`config.mk`:
```
export PLATFORM = sky130hd
export DESIGN_NAME = xor_checked_sentence_deframer_core
export DESIGN_NICKNAME = d
export VERILOG_FILES = /design/src/hw/rtl/xcsd_pkg.sv /design/src/hw/rtl/xor_checked_sentence_deframer_core.sv /design/src/hw/rtl/xcsd_engine.sv
export SDC_FILE = /design/constraint.sdc
export NUM_CORES = 1
export LEC_CHECK = 0
export BUFFER_PORTS_ARGS = -buffer_cell sky130_fd_sc_hd__buf_2
export CORE_MARGIN = 2
export CORE_UTILIZATION = 60
export DETAILED_ROUTE_END_ITERATION = 7
export PLACE_DENSITY = 0.89
export SYNTH_ARGS = -nofsm -noshare
export SYNTH_HDL_FRONTEND = slang
export SYNTH_SLANG_ARGS = --single-unit
export TNS_END_PERCENT = 30
```
`constraint.sdc`:
```
create_clock -name clk -period 3.3 [get_ports clk]
set_input_delay 0.495 -clock clk [delete_from_list [all_inputs] [get_ports clk]]
set_output_delay 0.495 -clock clk [all_outputs]
set_load 0.01 [all_outputs]
```
`src/hw/rtl/xcsd_pkg.sv`:
```
package xcsd_pkg;

  localparam int unsigned CHAR_W   = 8;
  localparam int unsigned TAG_W    = 24;
  localparam int unsigned NUM_TAGS = 4;
  localparam int unsigned STAT_W   = 3;
  localparam int unsigned KIND_W   = 2;
  localparam int unsigned LEN_W    = 8;

  // Longest payload accepted before the sentence is dropped
  localparam logic [LEN_W-1:0] MAX_LEN = 8'd128;

  localparam logic [CHAR_W-1:0] CH_DOLLAR = 8'h24;
  localparam logic [CHAR_W-1:0] CH_STAR   = 8'h2A;
  localparam logic [CHAR_W-1:0] CH_LF     = 8'h0A;
  localparam logic [CHAR_W-1:0] CH_NUL    = 8'h00;

  // Offsets from ASCII code to nibble value
  localparam logic [CHAR_W-1:0] OFS_LOWER = 8'd87;
  localparam logic [CHAR_W-1:0] OFS_UPPER = 8'd55;
  localparam logic [CHAR_W-1:0] OFS_DIGIT = 8'd48;

  localparam logic [1:0] REG_TAG_ZERO  = 2'd0;
  localparam logic [1:0] REG_TAG_ONE   = 2'd1;
  localparam logic [1:0] REG_TAG_TWO   = 2'd2;
  localparam logic [1:0] REG_TAG_THREE = 2'd3;

  localparam logic [TAG_W-1:0] TAG_ZERO_RST  = 24'h434841;
  localparam logic [TAG_W-1:0] TAG_ONE_RST   = 24'h434F4F;
  localparam logic [TAG_W-1:0] TAG_TWO_RST   = 24'h444554;
  localparam logic [TAG_W-1:0] TAG_THREE_RST = 24'h484954;

  typedef enum logic [2:0] {
    PH_WAIT = 3'd0,
    PH_REC  = 3'd1,
    PH_HI   = 3'd2,
    PH_LO   = 3'd3,
    PH_LF   = 3'd4
  } phase_t;

  typedef enum logic [STAT_W-1:0] {
    ST_IDLE     = 3'd0,
    ST_GOOD     = 3'd1,
    ST_CKFAIL   = 3'd2,
    ST_UNKNOWN  = 3'd3,
    ST_PARSED   = 3'd4,
    ST_OVERFLOW = 3'd5,
    ST_REJECT   = 3'd6
  } status_t;

  typedef logic [NUM_TAGS-1:0][TAG_W-1:0] tags_t;

  typedef struct packed {
    status_t           status;
    logic [KIND_W-1:0] kind;
    logic [LEN_W-1:0]  payload_length;
  } result_t;

  // Bit 4 set when the character is a hex digit, bits 3:0 hold its value
  function automatic logic [4:0] hex_nibble(input logic [CHAR_W-1:0] c);
    logic [CHAR_W-1:0] diff;
    begin
      diff = 8'd0;
      hex_nibble = 5'd0;
      if (c inside {[8'h61:8'h66]}) begin
        diff = c - OFS_LOWER;
        hex_nibble = {1'b1, diff[3:0]};
      end else if (c inside {[8'h41:8'h46]}) begin
        diff = c - OFS_UPPER;
        hex_nibble = {1'b1, diff[3:0]};
      end else if (c inside {[8'h30:8'h39]}) begin
        diff = c - OFS_DIGIT;
        hex_nibble = {1'b1, diff[3:0]};
      end
    end
  endfunction

endpackage

```
`src/hw/rtl/xor_checked_sentence_deframer_core.sv`:
```
// Sentence deframer for '$payload*HH<LF>' lines with an XOR checksum. Feed one
// received character per input item; every item yields exactly one result item
// carrying a status code, the matched tag index and the payload length so far.
// The block takes one item per cycle as long as the output side keeps taking
// results: a character passes an input register and the parse logic and lands
// in the output register. The four message tags are written through the cfg
// port; the user must write them only while the block is idle, which the block
// itself does not enforce. They reset to "CHA", "COO", "DET" and "HIT".
module xor_checked_sentence_deframer_core import xcsd_pkg::*; (
  input  logic              clk,
  input  logic              rst_n,
  // input characters
  input  logic              in_tvalid,
  output logic              in_tready,
  input  logic [7:0]        in_tdata,    // [7:0] char_in
  // result items
  output logic              out_tvalid,
  input  logic              out_tready,
  output logic [15:0]       out_tdata,   // [2:0] status, [4:3] kind,
                                         // [12:5] payload_length, [15:13] zero
  // tag registers
  input  logic              cfg_we,
  input  logic [1:0]        cfg_addr,
  input  logic [TAG_W-1:0]  cfg_wdata
);

  tags_t             tags_r;
  logic              in_valid_r;
  logic [CHAR_W-1:0] in_char_r;
  logic              out_valid_r;
  result_t           out_res_r;
  result_t           res;
  logic              advance;
  logic              step;

  // Tag registers: the user must write them only while no sentence is in flight; not enforced here
  always_ff @(posedge clk) begin
    if (!rst_n) begin
      tags_r[0] <= TAG_ZERO_RST;
      tags_r[1] <= TAG_ONE_RST;
      tags_r[2] <= TAG_TWO_RST;
      tags_r[3] <= TAG_THREE_RST;
    end else if (cfg_we) begin
      case (cfg_addr)
        REG_TAG_ZERO:  tags_r[0] <= cfg_wdata;
        REG_TAG_ONE:   tags_r[1] <= cfg_wdata;
        REG_TAG_TWO:   tags_r[2] <= cfg_wdata;
        REG_TAG_THREE: tags_r[3] <= cfg_wdata;
        default:       tags_r    <= tags_r;
      endcase
    end
  end

  // The output register frees up when it is empty or being taken this cycle
  assign advance   = !out_valid_r || out_tready;
  // Parse the held character whenever its result has a place to go
  assign step      = in_valid_r && advance;
  // Take a new character when the input register is empty or moves on
  assign in_tready = !in_valid_r || advance;

  // Input register
  always_ff @(posedge clk) begin
    if (!rst_n) begin
      in_valid_r <= 1'b0;
    end else if (in_tready) begin
      in_valid_r <= in_tvalid;
    end
  end

  always_ff @(posedge clk) begin
    if (in_tready && in_tvalid) begin
      in_char_r <= in_tdata;
    end
  end

  // Parse state and per-character decisions
  xcsd_engine u_engine (
    .clk     (clk),
    .rst_n   (rst_n),
    .step    (step),
    .char_in (in_char_r),
    .tags    (tags_r),
    .res     (res)
  );

  // Output register: load on a parse step, drop once the item is taken
  always_ff @(posedge clk) begin
    if (!rst_n) begin
      out_valid_r <= 1'b0;
    end else if (step) begin
      out_valid_r <= 1'b1;
    end else if (out_tready) begin
      out_valid_r <= 1'b0;
    end
  end

  always_ff @(posedge clk) begin
    if (step) begin
      out_res_r <= res;
    end
  end

  assign out_tvalid = out_valid_r;
  assign out_tdata  = {3'b000, out_res_r.payload_length, out_res_r.kind,
                       out_res_r.status};

endmodule

```
`src/hw/rtl/xcsd_engine.sv`:
```
module xcsd_engine import xcsd_pkg::*; (
  input  logic              clk,
  input  logic              rst_n,
  input  logic              step,
  input  logic [CHAR_W-1:0] char_in,
  input  tags_t             tags,
  output result_t           res
);

  phase_t             phase_r, phase_nxt;
  logic [CHAR_W-1:0]  xor_r, xor_nxt;
  logic [CHAR_W-1:0]  sum_r, sum_nxt;
  logic [LEN_W-1:0]   count_r, count_nxt;
  logic [TAG_W-1:0]   tag_r, tag_nxt;
  logic [4:0]         hex;
  logic [CHAR_W-1:0]  sum_lo;

  always_ff @(posedge clk) begin
    if (!rst_n) begin
      phase_r <= PH_WAIT;
      xor_r   <= '0;
      sum_r   <= '0;
      count_r <= '0;
      tag_r   <= '0;
    end else if (step) begin
      phase_r <= phase_nxt;
      xor_r   <= xor_nxt;
      sum_r   <= sum_nxt;
      count_r <= count_nxt;
      tag_r   <= tag_nxt;
    end
  end

  assign hex    = hex_nibble(char_in);
  assign sum_lo = {sum_r[7:4], hex[3:0]};

  always_comb begin
    phase_nxt = phase_r;
    xor_nxt   = xor_r;
    sum_nxt   = sum_r;
    count_nxt = count_r;
    tag_nxt   = tag_r;
    res.status = ST_IDLE;
    res.kind   = '0;
    case (phase_r)
      PH_REC: begin
        res.status = ST_GOOD;
        if (char_in == CH_STAR) begin
          phase_nxt = PH_HI;
        end else if (char_in != CH_NUL) begin
          if (count_r >= MAX_LEN) begin
            res.status = ST_OVERFLOW;
            phase_nxt  = PH_WAIT;
          end else begin
            // first three payload bytes build the tag, first byte highest
            case (count_r)
              8'd0:    tag_nxt = tag_r | {char_in, 16'h0000};
              8'd1:    tag_nxt = tag_r | {8'h00, char_in, 8'h00};
              8'd2:    tag_nxt = tag_r | {16'h0000, char_in};
              default: tag_nxt = tag_r;
            endcase
            xor_nxt   = xor_r ^ char_in;
            count_nxt = count_r + 8'd1;
          end
        end
      end
      PH_HI: begin
        if (hex[4]) begin
          sum_nxt    = {hex[3:0], 4'h0};
          phase_nxt  = PH_LO;
          res.status = ST_GOOD;
        end else begin
          res.status = ST_REJECT;
        end
      end
      PH_LO: begin
        if (hex[4]) begin
          sum_nxt = sum_lo;
          if (sum_lo == xor_r) begin
            phase_nxt  = PH_LF;
            res.status = ST_GOOD;
          end else begin
            phase_nxt  = PH_WAIT;
            res.status = ST_CKFAIL;
          end
        end else begin
          res.status = ST_REJECT;
        end
      end
      PH_LF: begin
        if (char_in == CH_LF) begin
          phase_nxt  = PH_WAIT;
          res.status = ST_PARSED;
          if (tag_r == tags[0])      res.kind = 2'd0;
          else if (tag_r == tags[1]) res.kind = 2'd1;
          else if (tag_r == tags[2]) res.kind = 2'd2;
          else if (tag_r == tags[3]) res.kind = 2'd3;
          else                       res.status = ST_UNKNOWN;
        end else begin
          res.status = ST_REJECT;
        end
      end
      default: begin
        phase_nxt = PH_WAIT;
        if (char_in == CH_DOLLAR) begin
          count_nxt  = '0;
          xor_nxt    = '0;
          tag_nxt    = '0;
          phase_nxt  = PH_REC;
          res.status = ST_GOOD;
        end
      end
    endcase
    res.payload_length = count_nxt;
  end

endmodule

```
---- Word-level counts from Yosys, hierarchy flattened ----
Cells that the tools add are included.
operators by class
  add/subtract/negate cells ............... 4
  order comparisons ....................... 7
  equal/unequal tests ..................... 26
  muxes and demuxes ....................... 48
  bitwise operators ....................... 8
  reduce and logical (&&, ||, !) cells .... 25
operators by type and width
  kind                                                  count
  equality test 24 bit                                  4
  two-way mux 24 bit                                    4
  two-way mux 8 bit                                     9
  one-hot mux 24 bit (3 select lines)                   1
  two-way mux 3 bit                                     17
  one-hot mux 24 bit (2 select lines)                   1
  one-hot mux 8 bit (2 select lines)                    3
  OR 24 x 16 -> 24 bit                                  1
  OR 24 bit                                             1
  OR 24 x 8 -> 24 bit                                   1
  one-hot mux 3 bit (4 select lines)                    2
  equality test 8 x 6 -> 1 bit (second input constant)  2
  >= comparator 8 x 7 -> 1 bit (second input constant)  2
  <= comparator 8 x 7 -> 1 bit (second input constant)  2
  two-way mux 5 bit                                     3
  AND reduction 6 bit                                   2
  adder 8 x 1 -> 8 bit (second input constant)          1
  equality test 8 x 1 -> 1 bit (second input constant)  1
  equality test 8 x 2 -> 1 bit (second input constant)  1
  equality test 8 x 4 -> 1 bit (second input constant)  1
  equality test 8 bit                                   1
  >= comparator 8 x 6 -> 1 bit (second input constant)  1
  >= comparator 8 bit (second input constant)           1
  <= comparator 8 x 6 -> 1 bit (second input constant)  1
  other kinds (28)                                      55
storage, ports and cells
  register bits ........................... 166
  bits of input ports ..................... 39
  output and inout port bits .............. 18
  word-level logic and storage cells ...... 134

---- Depth between registers and ports, before layout ----
Gate-level depths: netlist (run 1).
  word-level depth ........................ 9
  gate-level depth with buffers ........... 10
  gate-level depth less buffers ........... 9

---- Cells and area by module ----
A second synthesis (run 1) with hierarchy kept.
unflattened totals
  cells, all modules ...................... 887
  area total of the unflattened synthesis .. 8310.5 um^2
modules (own cells, without submodules)
  module                              times used  cells each  area each (um^2)  sequential area each (um^2)
  xor_checked_sentence_deframer_core  1           394         4430.5            2592.5
  xcsd_engine                         1           493         3880.0            940.9

---- Least setup slack after synthesis (run 1) ----
OpenSTA, ideal clock, no wires.
  path type ............................... reg-to-reg
  start point ............................. register in_char_r[1]
  end point ............................... register u_engine.phase_r[2]
  setup time .............................. 0.086 ns
  data arrival time ....................... 2.466 ns
  data required time ...................... 3.214 ns
  path slack .............................. 0.748 ns
  stages on the path, launching flop included .. 11
  buffers on the path ..................... 1
  clock period less this slack ............ 2.552 ns
  path through ............................ edfxtp_1 > buf_4 > inv_1 > ha_1 > nand2b_1 > o221a_2 > a22oi_1 > xnor2_1 > or4_1 > or2_1 > o31ai_2
between the ends
  cells in the longest elaborated chain, start to end .. 9
  elaborated cells between the ends (all ways) .. 29
  those cells by class .................... 3 x add/sub; 6 x order compare; 8 x eq/ne; 7 x mux; 5 x reduce/logical
ends and longest elaborated chain
  element                                                                              line                                      text
  from (decl)                                                                          xor_checked_sentence_deframer_core.sv:29  logic [CHAR_W-1:0] in_char_r;
  from (signal assigned)                                                               xor_checked_sentence_deframer_core.sv:72  in_char_r <= in_tdata;
  >= comparator 8 x 6 -> 1 bit / <= comparator 8 x 6 -> 1 bit (equally long branches)  xcsd_pkg.sv:71                            end else if (c inside {[8'h30:8'h39]}) begin
  logical AND 1 bit                                                                    xcsd_pkg.sv:71
  two-way mux 5 bit                                                                    xcsd_pkg.sv:71
  two-way mux 5 bit                                                                    xcsd_pkg.sv:68                            end else if (c inside {[8'h41:8'h46]}) begin
  two-way mux 5 bit                                                                    xcsd_pkg.sv:65                            if (c inside {[8'h61:8'h66]}) begin
  equality test 8 bit                                                                  xcsd_engine.sv:79                         if (sum_lo == xor_r) begin
  two-way mux 3 bit                                                                    xcsd_engine.sv:79
  two-way mux 3 bit                                                                    xcsd_engine.sv:77                         if (hex[4]) begin
  one-hot mux 3 bit (4 select lines)                                                   xcsd_engine.sv:45                         case (phase_r)
  to (signal assigned)                                                                 xcsd_engine.sv:26                         phase_r <= phase_nxt;
  to (decl)                                                                            xcsd_engine.sv:10                         phase_t phase_r, phase_nxt;
Parallel ways exist; a longest one is shown, timed or not. The select of a mux whose other input is x is not followed.
A chain may end at the register's enable or synchronous reset.

==> metrics.txt, run 1 <==
critical path class=reg2reg; area share of the largest cell type after synthesis=36.84%; FF-to-FF End=out_tdata[10]$_DFFE_PP_; CTS hold repair buffers=0; DRC errors left=0; # H-tree levels=4; vias per cell=6.004; crit path launch=in_char_r[1]$_DFFE_PP_; synth top area cells=dfxtp_1 (37%), nand2_1 (10%), edfxtp_1 (8.0%), xor2_1 (7.9%), a21oi_1 (5.3%); Arr. time, crit path=roughly 3.0 ns; FF-to-FF path depth=9; biggest cell delay along the critical path=0.53 ns; Synth cell types=a little over 70; syn_area_per_cell=8.463 um^2; filler instances=998; final wirelength=20000 um; GRT overflow=0; vias after detailed routing=just under 7000; DRT antenna net count=0; measured slew at the worst slew-check pin=1.157 ns; synth cell count leaders=nand2_1 (215), dfxtp_1 (145), a21oi_1 (83); Num CTS Buffers=17; area delta synth->final=9.624%; worst vdd ir=361.2 uV; CP max stage cell=nor3b_1; Reg-to-Reg Start=in_char_r[1]$_DFFE_PP_; final non-filler cell total=1124; cell taking the most area after synthesis=dfxtp_1; hold worst-path end=in_char_r[2]$_DFFE_PP_; chip width=118.6 um; main flop type after synthesis=dfxtp_1; reg-to-reg slack, setup=0.49 ns; first-pass GRT wire length=32020 um; Setup crit end kind=flip-flop; # resized after CTS=0; most common cell in the netlist=nand2_1; Fin. Hold Viols=0; DR WL/cell=~18 um; hpwl dp=13240 um; Yosys Warn Count=0; Synth Instances=931; share of layout cells above drive strength 1=11.87%; post-CTS setup buffers=0; iteration-0 DRC count of the detailed router=740; setup violators final=0; Hold Crit Class=in2reg; asr flop ratio synth=0%; FP Rows=41; Post-synth EDFFs=21; Clock Pin Slew Worst Setup and Hold Paths=0.06 ns; Nets=989; Area after DPL=0.008107 mm^2; Root Driver=clkbuf_16; crit path cell chain=buf_4 -> ha_1 -> and3_1 -> o211ai_1 -> nand3_1 -> nor3b_1 -> a31oi_1 -> o21ai_0 -> o31ai_1; Worst Path Max Fanout=9; core area=0.01272 mm^2; largest net degree at the start of global routing=77; Hold Crit Start=in_tdata[2]; Clk Latency, worst-skew pair=0.43 ns; Fmax=355.3 MHz; crit start category=flip-flop; Setup Total Neg Slack=0 ns; DR pass1 iterations=5; Static Leak=about 3.4 nW; minimum clock period=2.815 ns; Final Hold Slack=0.2443 ns; synthesized flop and latch total=approximately 170; Syn Std Cell Area=0.007879 mm^2; GRT Total Usage=28.94%; Worst Path Required=between 3 and 4 ns; total I/O pin count=57; WHS Path Cells=1; chip height=118.6 um; Die ar.=0.01406 mm^2; Placed Cells=around 1100; Antenna diodes=0; number of global-route vias before repair=6241; clk sinks=166; RePlAce Congestion=0.9084; Final period util=85.29%; Buffers on Ports=53; design area=0.008637 mm^2; initial antenna violation count=0; RSZ-0062 raised after global routing=no; Slew Limit Headroom=about 23%; number of max-cap violations=0; clk_skew=0.01010 ns; PD cells=slightly below 500 mW/mm^2; status=finished clean; sequential fraction of the synthesis area=44.85%; clock buffer depth=2; Initial Util=between 60 and 70%; TritonCTS clock tree=built; Final Core Density=67.89%; final-report max-slew violation count=0
cells in the final DEF, fill, tap and decap left out, types with 3 or more instances in the layout:
cell type,netlist,routed
nand2b_1,4,4
or4_1,4,4
o21ai_0,14,14
edfxtp_1,21,21
clkbuf_16,0,18
clkinv_2,0,4
nand2_1,215,215
inv_1,15,14
o211ai_1,3,3
clkbuf_8,2,3
nor2_1,42,42
xor2_1,71,71
clkbuf_1,57,5
a22oi_1,3,3
nand4_1,14,14
ha_1,9,9
buf_4,7,13
a22o_1,14,14
nor3_1,12,12
and3_1,4,4
nor4_1,20,20
a211oi_1,10,10
a31oi_1,5,5
conb_1,1,3
and2_1,4,4
a21oi_1,83,83
dfxtp_1,145,145
buf_2,3,53
xnor2_1,40,40
nor3_2,3,3
nor3b_1,4,3
nand3_1,47,47
or3_1,3,3
o31ai_1,3,3
critical path, delay by kind of cell (launching register included):
family / cells / cell delay [ns]
AND/OR/NAND/NOR: 3 / 0.89
buffers and inverters: 1 / 0.20
flip-flops: 1 / 0.39
AO/OA/AOI/OAI: 4 / 0.89
adder cells (fa/ha/maj): 1 / 0.19
state kept, by name, indices dropped and copies added (netlist names):
register          flops
tags_r               96
u_engine.tag_r       24
out_tdata            13
in_char_r             8
u_engine.count_r      8
u_engine.xor_r        8
u_engine.sum_r        4
u_engine.phase_r      3
in_valid_r            1
out_tvalid            1
per-stage QoR:
| step | power, mW | setup slack (ns) |
|---|---|---|
| 2_1_floorplan | 2.397 | 0.7479 |
| 3_3_place_gp | 2.493 | 0.6133 |
| 3_5_place_dp | 2.503 | 0.5380 |
| 4_1_cts | 4.282 | 0.5320 |
| 5_1_grt | 4.405 | 0.3151 |
| 6_report | 4.272 | 0.4853 |
per-layer routing:
layer,wire (um),vias to the layer above,GRT usage (%)
met5,0,-,0
li1,-,3159,-
met3,1746,54,5.792
met2,9237,358,45.80
met4,683,0,13.39
met1,8333,3177,38.09
cell families after synthesis:
family                     count (synthesis)  synth area share [%]
DFF                                      166                 44.85
xor gates and xnor gates                 111                 12.34
AOI/OAI and AO/OA                        155                 12.29
and+or+nand+nor                          396                 23.60
other                                      1               0.04760
adders and majority gates                  9                 1.429
muxes                                      1                0.1270
buffers and inverters                     92                 5.320
worst max path at each step:
stage | endpoint | cells after the start | slack (ns)
3_5_place_dp | u_engine.phase_r[2]$_SDFFE_PN0P_ | 9 | 0.54
3_3_place_gp | out_tdata[10]$_DFFE_PP_ | 9 | 0.61
2_1_floorplan | u_engine.phase_r[2]$_SDFFE_PN0P_ | 10 | 0.75
5_1_grt | out_tdata[10]$_DFFE_PP_ | 9 | 0.32
4_1_cts | u_engine.phase_r[2]$_SDFFE_PN0P_ | 9 | 0.53
6_report | out_tdata[10]$_DFFE_PP_ | 9 | 0.49
report_power, final:
part	switching, mW	internal [mW]	leakage (nW)
combinational	0.196	0.110	1.80
clock	0.747	1.05	0.265
sequential	0.0546	2.11	1.38
final cells by class:
cell class,instances,area [um^2],share of cell area [%]
repair buffers,66,362.8,4.201
flip-flops and latches,166,3533,40.91
well taps,172,215.2,2.492
multi-input cells,675,3939,45.60
clock inverters,4,20.02,0.2318
clock buffers,26,510.5,5.910
inverters,15,56.30,0.6519
Note: power is estimated with default switching activity, not from simulation.
==> inputs of run 2 (changes only) <==
--- a/config.mk
+++ b/config.mk
@@ -7,9 +7,9 @@
 export LEC_CHECK = 0
 export BUFFER_PORTS_ARGS = -buffer_cell sky130_fd_sc_hd__buf_2
 export CORE_MARGIN = 2
-export CORE_UTILIZATION = 60
+export CORE_UTILIZATION = 54
 export DETAILED_ROUTE_END_ITERATION = 7
-export PLACE_DENSITY = 0.89
+export PLACE_DENSITY = 0.85
 export SYNTH_ARGS = -nofsm -noshare
 export SYNTH_HDL_FRONTEND = slang
 export SYNTH_SLANG_ARGS = --single-unit
==> constraint.sdc (replaced) <==
create_clock -name clk -period 2.4 [get_ports clk]
set_input_delay 0.36 -clock clk [delete_from_list [all_inputs] [get_ports clk]]
set_output_delay 0.36 -clock clk [all_outputs]
set_load 0.01 [all_outputs]
==> run 2 against run 1 <==
Effect of this change: the run now ends with negative setup slack left; clock skew is 0.0027 ns lower; non-clock buffer count is 82 higher; worst setup slack worse by 0.57 ns; hold slack worse by 0.15 ns; combinational power is 68% higher; final cell count is 8.5% higher; count of clock-buffer cells in the layout is 5 lower.
==> metrics.txt, run 2 (same netlist as run 1, synthesis figures left out) <==
violated checks=negative setup slack; clk sinks=between 150 and 200; DRC errors left=0; most used cell, CP=buf_4; DP Worst Slack=-0.1256 ns; Fmax=402.7 MHz; CP max stage cell=dfxtp_1; met2 WL=10770 um; worst setup margin=-0.08315 ns; Area after DPL=0.008736 mm^2; Nets=approximately 1100; largest net degree at the start of global routing=63; max reg flops=96; measured slew at the worst slew-check pin=0.6213 ns; RePlAce Congestion=0.9384; chip height=124.8 um; Static Leak=between 3 and 4 nW; Root Driver=clkbuf_16; FF-to-FF path depth=10; Num CTS Buffers=17; vias per cell=6.039; stages on the worst setup path=10; vias after detailed routing=7367; Top reg by flops=tags_r; first-pass GRT wire length=35600 um; cell family with most CP delay=simple AND/OR/NAND/NOR gates; crit path cell chain=buf_4 -> xor2_1 -> nor4_1 -> nand4_1 -> nor3_1 -> buf_4 -> nor4_1 -> buf_4 -> and2_1 -> o211ai_1; most frequent cells in the layout=nand2_1 (215), dfxtp_1 (144), buf_4 (87), a21oi_1 (82), xor2_1 (71); Hold Crit Class=in2reg; GRT overflow=0; TritonCTS clock tree=built; Final period util=103.5%; setup violators final=4; RSZ-0062 raised after global routing=yes; Clk Latency, worst-skew pair=0.45 ns; clock buffer depth=2; share of layout cells above drive strength 1=22.59%; PD cells=about 650 mW/mm^2; Clock Pin Slew Worst Setup and Hold Paths=about 0.06 ns; Arr. time, crit path=2.66 ns; GRT Total Usage=28.81%; critical path class=reg2reg; top layer in use=met4; commonest non-fill, non-tap cell in the layout=nand2_1; minimum clock period=2.483 ns; CP bufs+invs=3; WL met3=between 1500 and 2000 um; Final Hold Slack=approximately 0.091 ns; core area=0.01437 mm^2; hpwl dp=around 15000 um; DR WL/cell=approximately 19 um; WHS Path Cells=1; DR pass1 iterations=8; M1 WL=9075 um; filler instances=1055; number of max-cap violations=0; # H-tree levels=4; final wirelength=~23000 um; FP Rows=44; crit start category=flip-flop; status=finished with violations; Buffers on Ports=53; Antenna diodes=0; iteration-0 DRC count of the detailed router=807; Worst Path Max Fanout=4; final-report max-slew violation count=0; Die ar.=0.01557 mm^2; number of global-route vias before repair=6824; overall power=6.324 mW; Fin. Hold Viols=0; area delta synth->final=22.61%; Setup crit end kind=flip-flop; Final Core Density=67.23%; total I/O pin count=57; DRT antenna net count=0; initial antenna violation count=0; worst vdd ir=529.9 uV; chip width=124.8 um; Worst Path Required=roughly 2.6 ns; Slew Limit Headroom=58.58%; Initial Util=54.83%; CTS hold repair buffers=0; design area=0.009661 mm^2; clk_skew=0.007368 ns; biggest cell delay along the critical path=around 0.43 ns
[run 2: layout make-up]
class | count | area, um^2 | area share (%)
clock inverters | 11 | 148.9 | 1.541
flip-flops and latches | 166 | 3535 | 36.59
inverters | 15 | 56.30 | 0.5828
repair buffers | 148 | 1035 | 10.71
multi-input cells | 675 | 4195 | 43.43
well taps | 184 | 230.2 | 2.383
clock buffers | 21 | 460.4 | 4.766
[run 2: path summary, 6_finish.rpt]
check | slack, ns | from | end
worst max-delay path | -0.08 | u_engine.tag_r[9]$_SDFFE_PN0P_ | out_tdata[2]$_DFFE_PP_
worst min-delay path | 0.09 | in_tdata[2] | in_char_r[2]$_DFFE_PP_
worst max register to register | -0.08 | u_engine.tag_r[9]$_SDFFE_PN0P_ | out_tdata[2]$_DFFE_PP_
worst min register to register | 0.47 | tags_r[37]$_SDFFE_PN0P_ | tags_r[37]$_SDFFE_PN0P_
[run 2: what timing repair did]
item	in CTS	in global routing
pin swaps	6	16
resized for setup	10	41
setup endpoints to repair	46	53
endpoints found under the hold margin	0	0
setup buffers	2	7
[run 2: worst register-to-register path: cells and delay by family, from the launching register on]
kind,cells,cell delay (ns)
DFF,1,0.43
xor gates and xnor gates,1,0.29
buffers and inverters,3,0.52
AOI/OAI and AO/OA,1,0.11
and+or+nand+nor,5,0.85
[run 2: metrics by stage]
step / std cells / TNS [ns]
detailed placement: 1179 / -2.086
finish: 1220 / -0.2330
global placement: 1179 / 0
floorplan: 933 / -0.03904
global route: 1220 / -0.8102
CTS: 1213 / -0.1251
[run 2: report_power, final]
part / internal [mW] / switching [mW]
sequential: 2.90 / 0.0656
clock: 1.69 / 1.15
combinational: 0.198 / 0.317
[run 2: layer usage]
metal | GRT usage [%] | vias up
met5 | 0 | -
met4 | 16.99 | 0
met3 | 6.486 | 101
met2 | 45.39 | 432
met1 | 36.25 | 3501
li1 | - | 3333
==> inputs of run 3 (changes only) <==
--- a/config.mk
+++ b/config.mk
@@ -9,7 +9,7 @@
 export CORE_MARGIN = 2
 export CORE_UTILIZATION = 54
 export DETAILED_ROUTE_END_ITERATION = 7
-export PLACE_DENSITY = 0.85
+export PLACE_DENSITY = 0.75
 export SYNTH_ARGS = -nofsm -noshare
 export SYNTH_HDL_FRONTEND = slang
 export SYNTH_SLANG_ARGS = --single-unit
==> run 3 against run 2 <==
Effect of this change: the run still ends with negative setup slack left; register-to-register slack gained 0.02 ns; worst setup slack gained 0.016 ns; sequential power is essentially flat; global-route usage shrank 1.4 points; via count shrank 5.1%; power shrank 3.9%; critical path type unchanged; critical endpoint is now out_tdata[0]$_DFFE_PP_; largest cell class unchanged; highest routed layer unchanged.
==> metrics.txt, run 3 (same netlist as run 1, synthesis figures left out) <==
crit path cell chain=nor4b_4 -> o221a_4 -> a22oi_2 -> xnor2_1 -> or4_4 -> or2_4 -> o21ai_1; Setup crit end=out_tdata[0]$_DFFE_PP_; iteration-0 DRC count of the detailed router=737; Setup Total Neg Slack=-0.1382 ns; P_int=roughly 4.5 mW; DRT antenna net count=0; core area=0.01437 mm^2; Hold Crit Class=in2reg; crit path launch=in_char_r[4]$_DFFE_PP_; share of layout cells above drive strength 1=23.23%; measured slew at the worst slew-check pin=around 0.62 ns; first-pass GRT wire length=34120 um; switching share of power=25.35%; # H-tree levels=4; Root Driver=clkbuf_16; Top reg by flops=tags_r; FF-to-FF End=out_tdata[0]$_DFFE_PP_; clock buffer depth=2; Final Hold Slack=0.1042 ns; PD cells=~630 mW/mm^2; clk_skew=0.01182 ns; Fin. Hold Viols=0; clk sinks=166; Die ar.=approximately 0.016 mm^2; final non-filler cell total=1230; status=finished with violations; DR pass1 iterations=5; largest net degree at the start of global routing=77; Num CTS Buffers=17; RePlAce Congestion=0.9248; minimum clock period=2.467 ns; chip height=roughly 120 um; vias after detailed routing=6988; worst vdd ir=497.9 uV; Sw Pwr=about 1.5 mW; reg-to-reg slack, setup=-0.07 ns; number of max-cap violations=0; Initial Util=between 50 and 60%; hpwl dp=14400 um; Worst Path Max Fanout=6; overall power=6.075 mW; chip width=between 100 and 150 um; DRC errors left=0; Buffers on Ports=between 50 and 60; CP max stage cell=edfxtp_1; cell family with most CP delay=simple AND/OR/NAND/NOR gates; CP bufs+invs=0; commonest non-fill, non-tap cell in the layout=nand2_1; Slew Limit Headroom=58.91%; most frequent cells in the layout=nand2_1 (215), dfxtp_1 (142), buf_4 (98), a21oi_1 (81), xor2_1 (71); final wirelength=21420 um; FF-to-FF path depth=7; Antenna diodes=0; Worst Path Required=2.69 ns; area delta synth->final=22.26%; stages on the worst setup path=7; Arr. time, crit path=roughly 2.8 ns; Clock Pin Slew Worst Setup and Hold Paths=0.06 ns; Clk Latency, worst-skew pair=between 0.4 and 0.5 ns; biggest cell delay along the critical path=0.55 ns; critical path class=reg2reg; vias per cell=5.681; Final period util=102.8%; Reg-to-Reg Start=in_char_r[4]$_DFFE_PP_; final-report max-slew violation count=0; Static Leak=3.961 nW; TritonCTS clock tree=built; GRT overflow=0; GRT Total Usage=27.42%; Setup crit end kind=flip-flop; FP Rows=44; max reg flops=96; RSZ-0062 raised after global routing=yes; Fmax=405.4 MHz; DR WL/cell=17.41 um; Logic pwr share=8.3%; initial antenna violation count=0; worst setup margin=-0.06670 ns; number of global-route vias before repair=6593; Clock power frac=42.9%; Placed Cells=1188; violated checks=negative setup slack; setup violators final=3; total I/O pin count=57; crit start category=flip-flop; Seq pwr share=48.8%; Nets=1081
run 3: changes by cell type in the layout (fill, tap and decap cells not counted), sizes merged:
cell	change
inv	+3
buf	+10
clkbuf	-3
bufinv	-2
clkinvlp	+2
run 3: final cells by class:
cell class / count / area, um^2
repair buffers: 158 / 1115
flip-flops and latches: 166 / 3537
clock inverters: 14 / 126.4
clock buffers: 18 / 429.2
well taps: 184 / 230.2
fillers: 1140 / 4736
inverters: 15 / 56.30
multi-input cells: 675 / 4139
run 3: worst min-delay path by stage:
stage | from | end | slack, ns | cells past startpoint
final | in_tdata[2] | in_char_r[2]$_DFFE_PP_ | 0.10 | 1
after global routing | in_tdata[4] | in_char_r[4]$_DFFE_PP_ | 0.09 | 1
after CTS | in_tdata[4] | in_char_r[4]$_DFFE_PP_ | 0.09 | 1
after detailed placement | tags_r[73]$_SDFFE_PN0P_ | tags_r[73]$_SDFFE_PN0P_ | 0.46 | 2
after global placement | tags_r[67]$_SDFFE_PN0P_ | tags_r[67]$_SDFFE_PN0P_ | 0.45 | 2
after floorplan | tags_r[10]$_SDFFE_PN0P_ | tags_r[10]$_SDFFE_PN0P_ | 0.45 | 2
run 3: power groups by stage:
stage	registers [mW]	logic, mW	clock network (mW)
after floorplan	3.01	0.291	0
after global placement	3.02	0.462	0
after detailed placement	3.02	0.470	0
after CTS	2.96	0.485	2.63
after global routing	2.97	0.552	2.75
final	2.96	0.506	2.61
run 3: repair_timing:
item / in CTS / in global routing
endpoints found under the setup margin: 35 / 49
setup buffers: 8 / 2
gates resized for setup: 13 / 29
hold buffers: 0 / 0
pin swaps: 10 / 7
run 3: per-stage QoR:
stage	instance area [um^2]	utilization [%]	setup WS, ns
6_report	9633	67.04	-0.06670
5_1_grt	9633	67.04	-0.1915
4_1_cts	9472	65.92	-0.03545
3_5_place_dp	8816	61.35	-0.1605
3_3_place_gp	8816	61.35	-0.08702
2_1_floorplan	7931	-	-0.01969
run 3: layer usage:
layer  routed length [um]  vias to the layer above  global-route usage (%)
met5                    0                        -                       0
met4                  499                        0                   10.31
met3                 1593                       39                   5.799
met2                 9890                      301                   42.30
met1                 9436                     3297                   37.89
li1                     -                     3351                       -
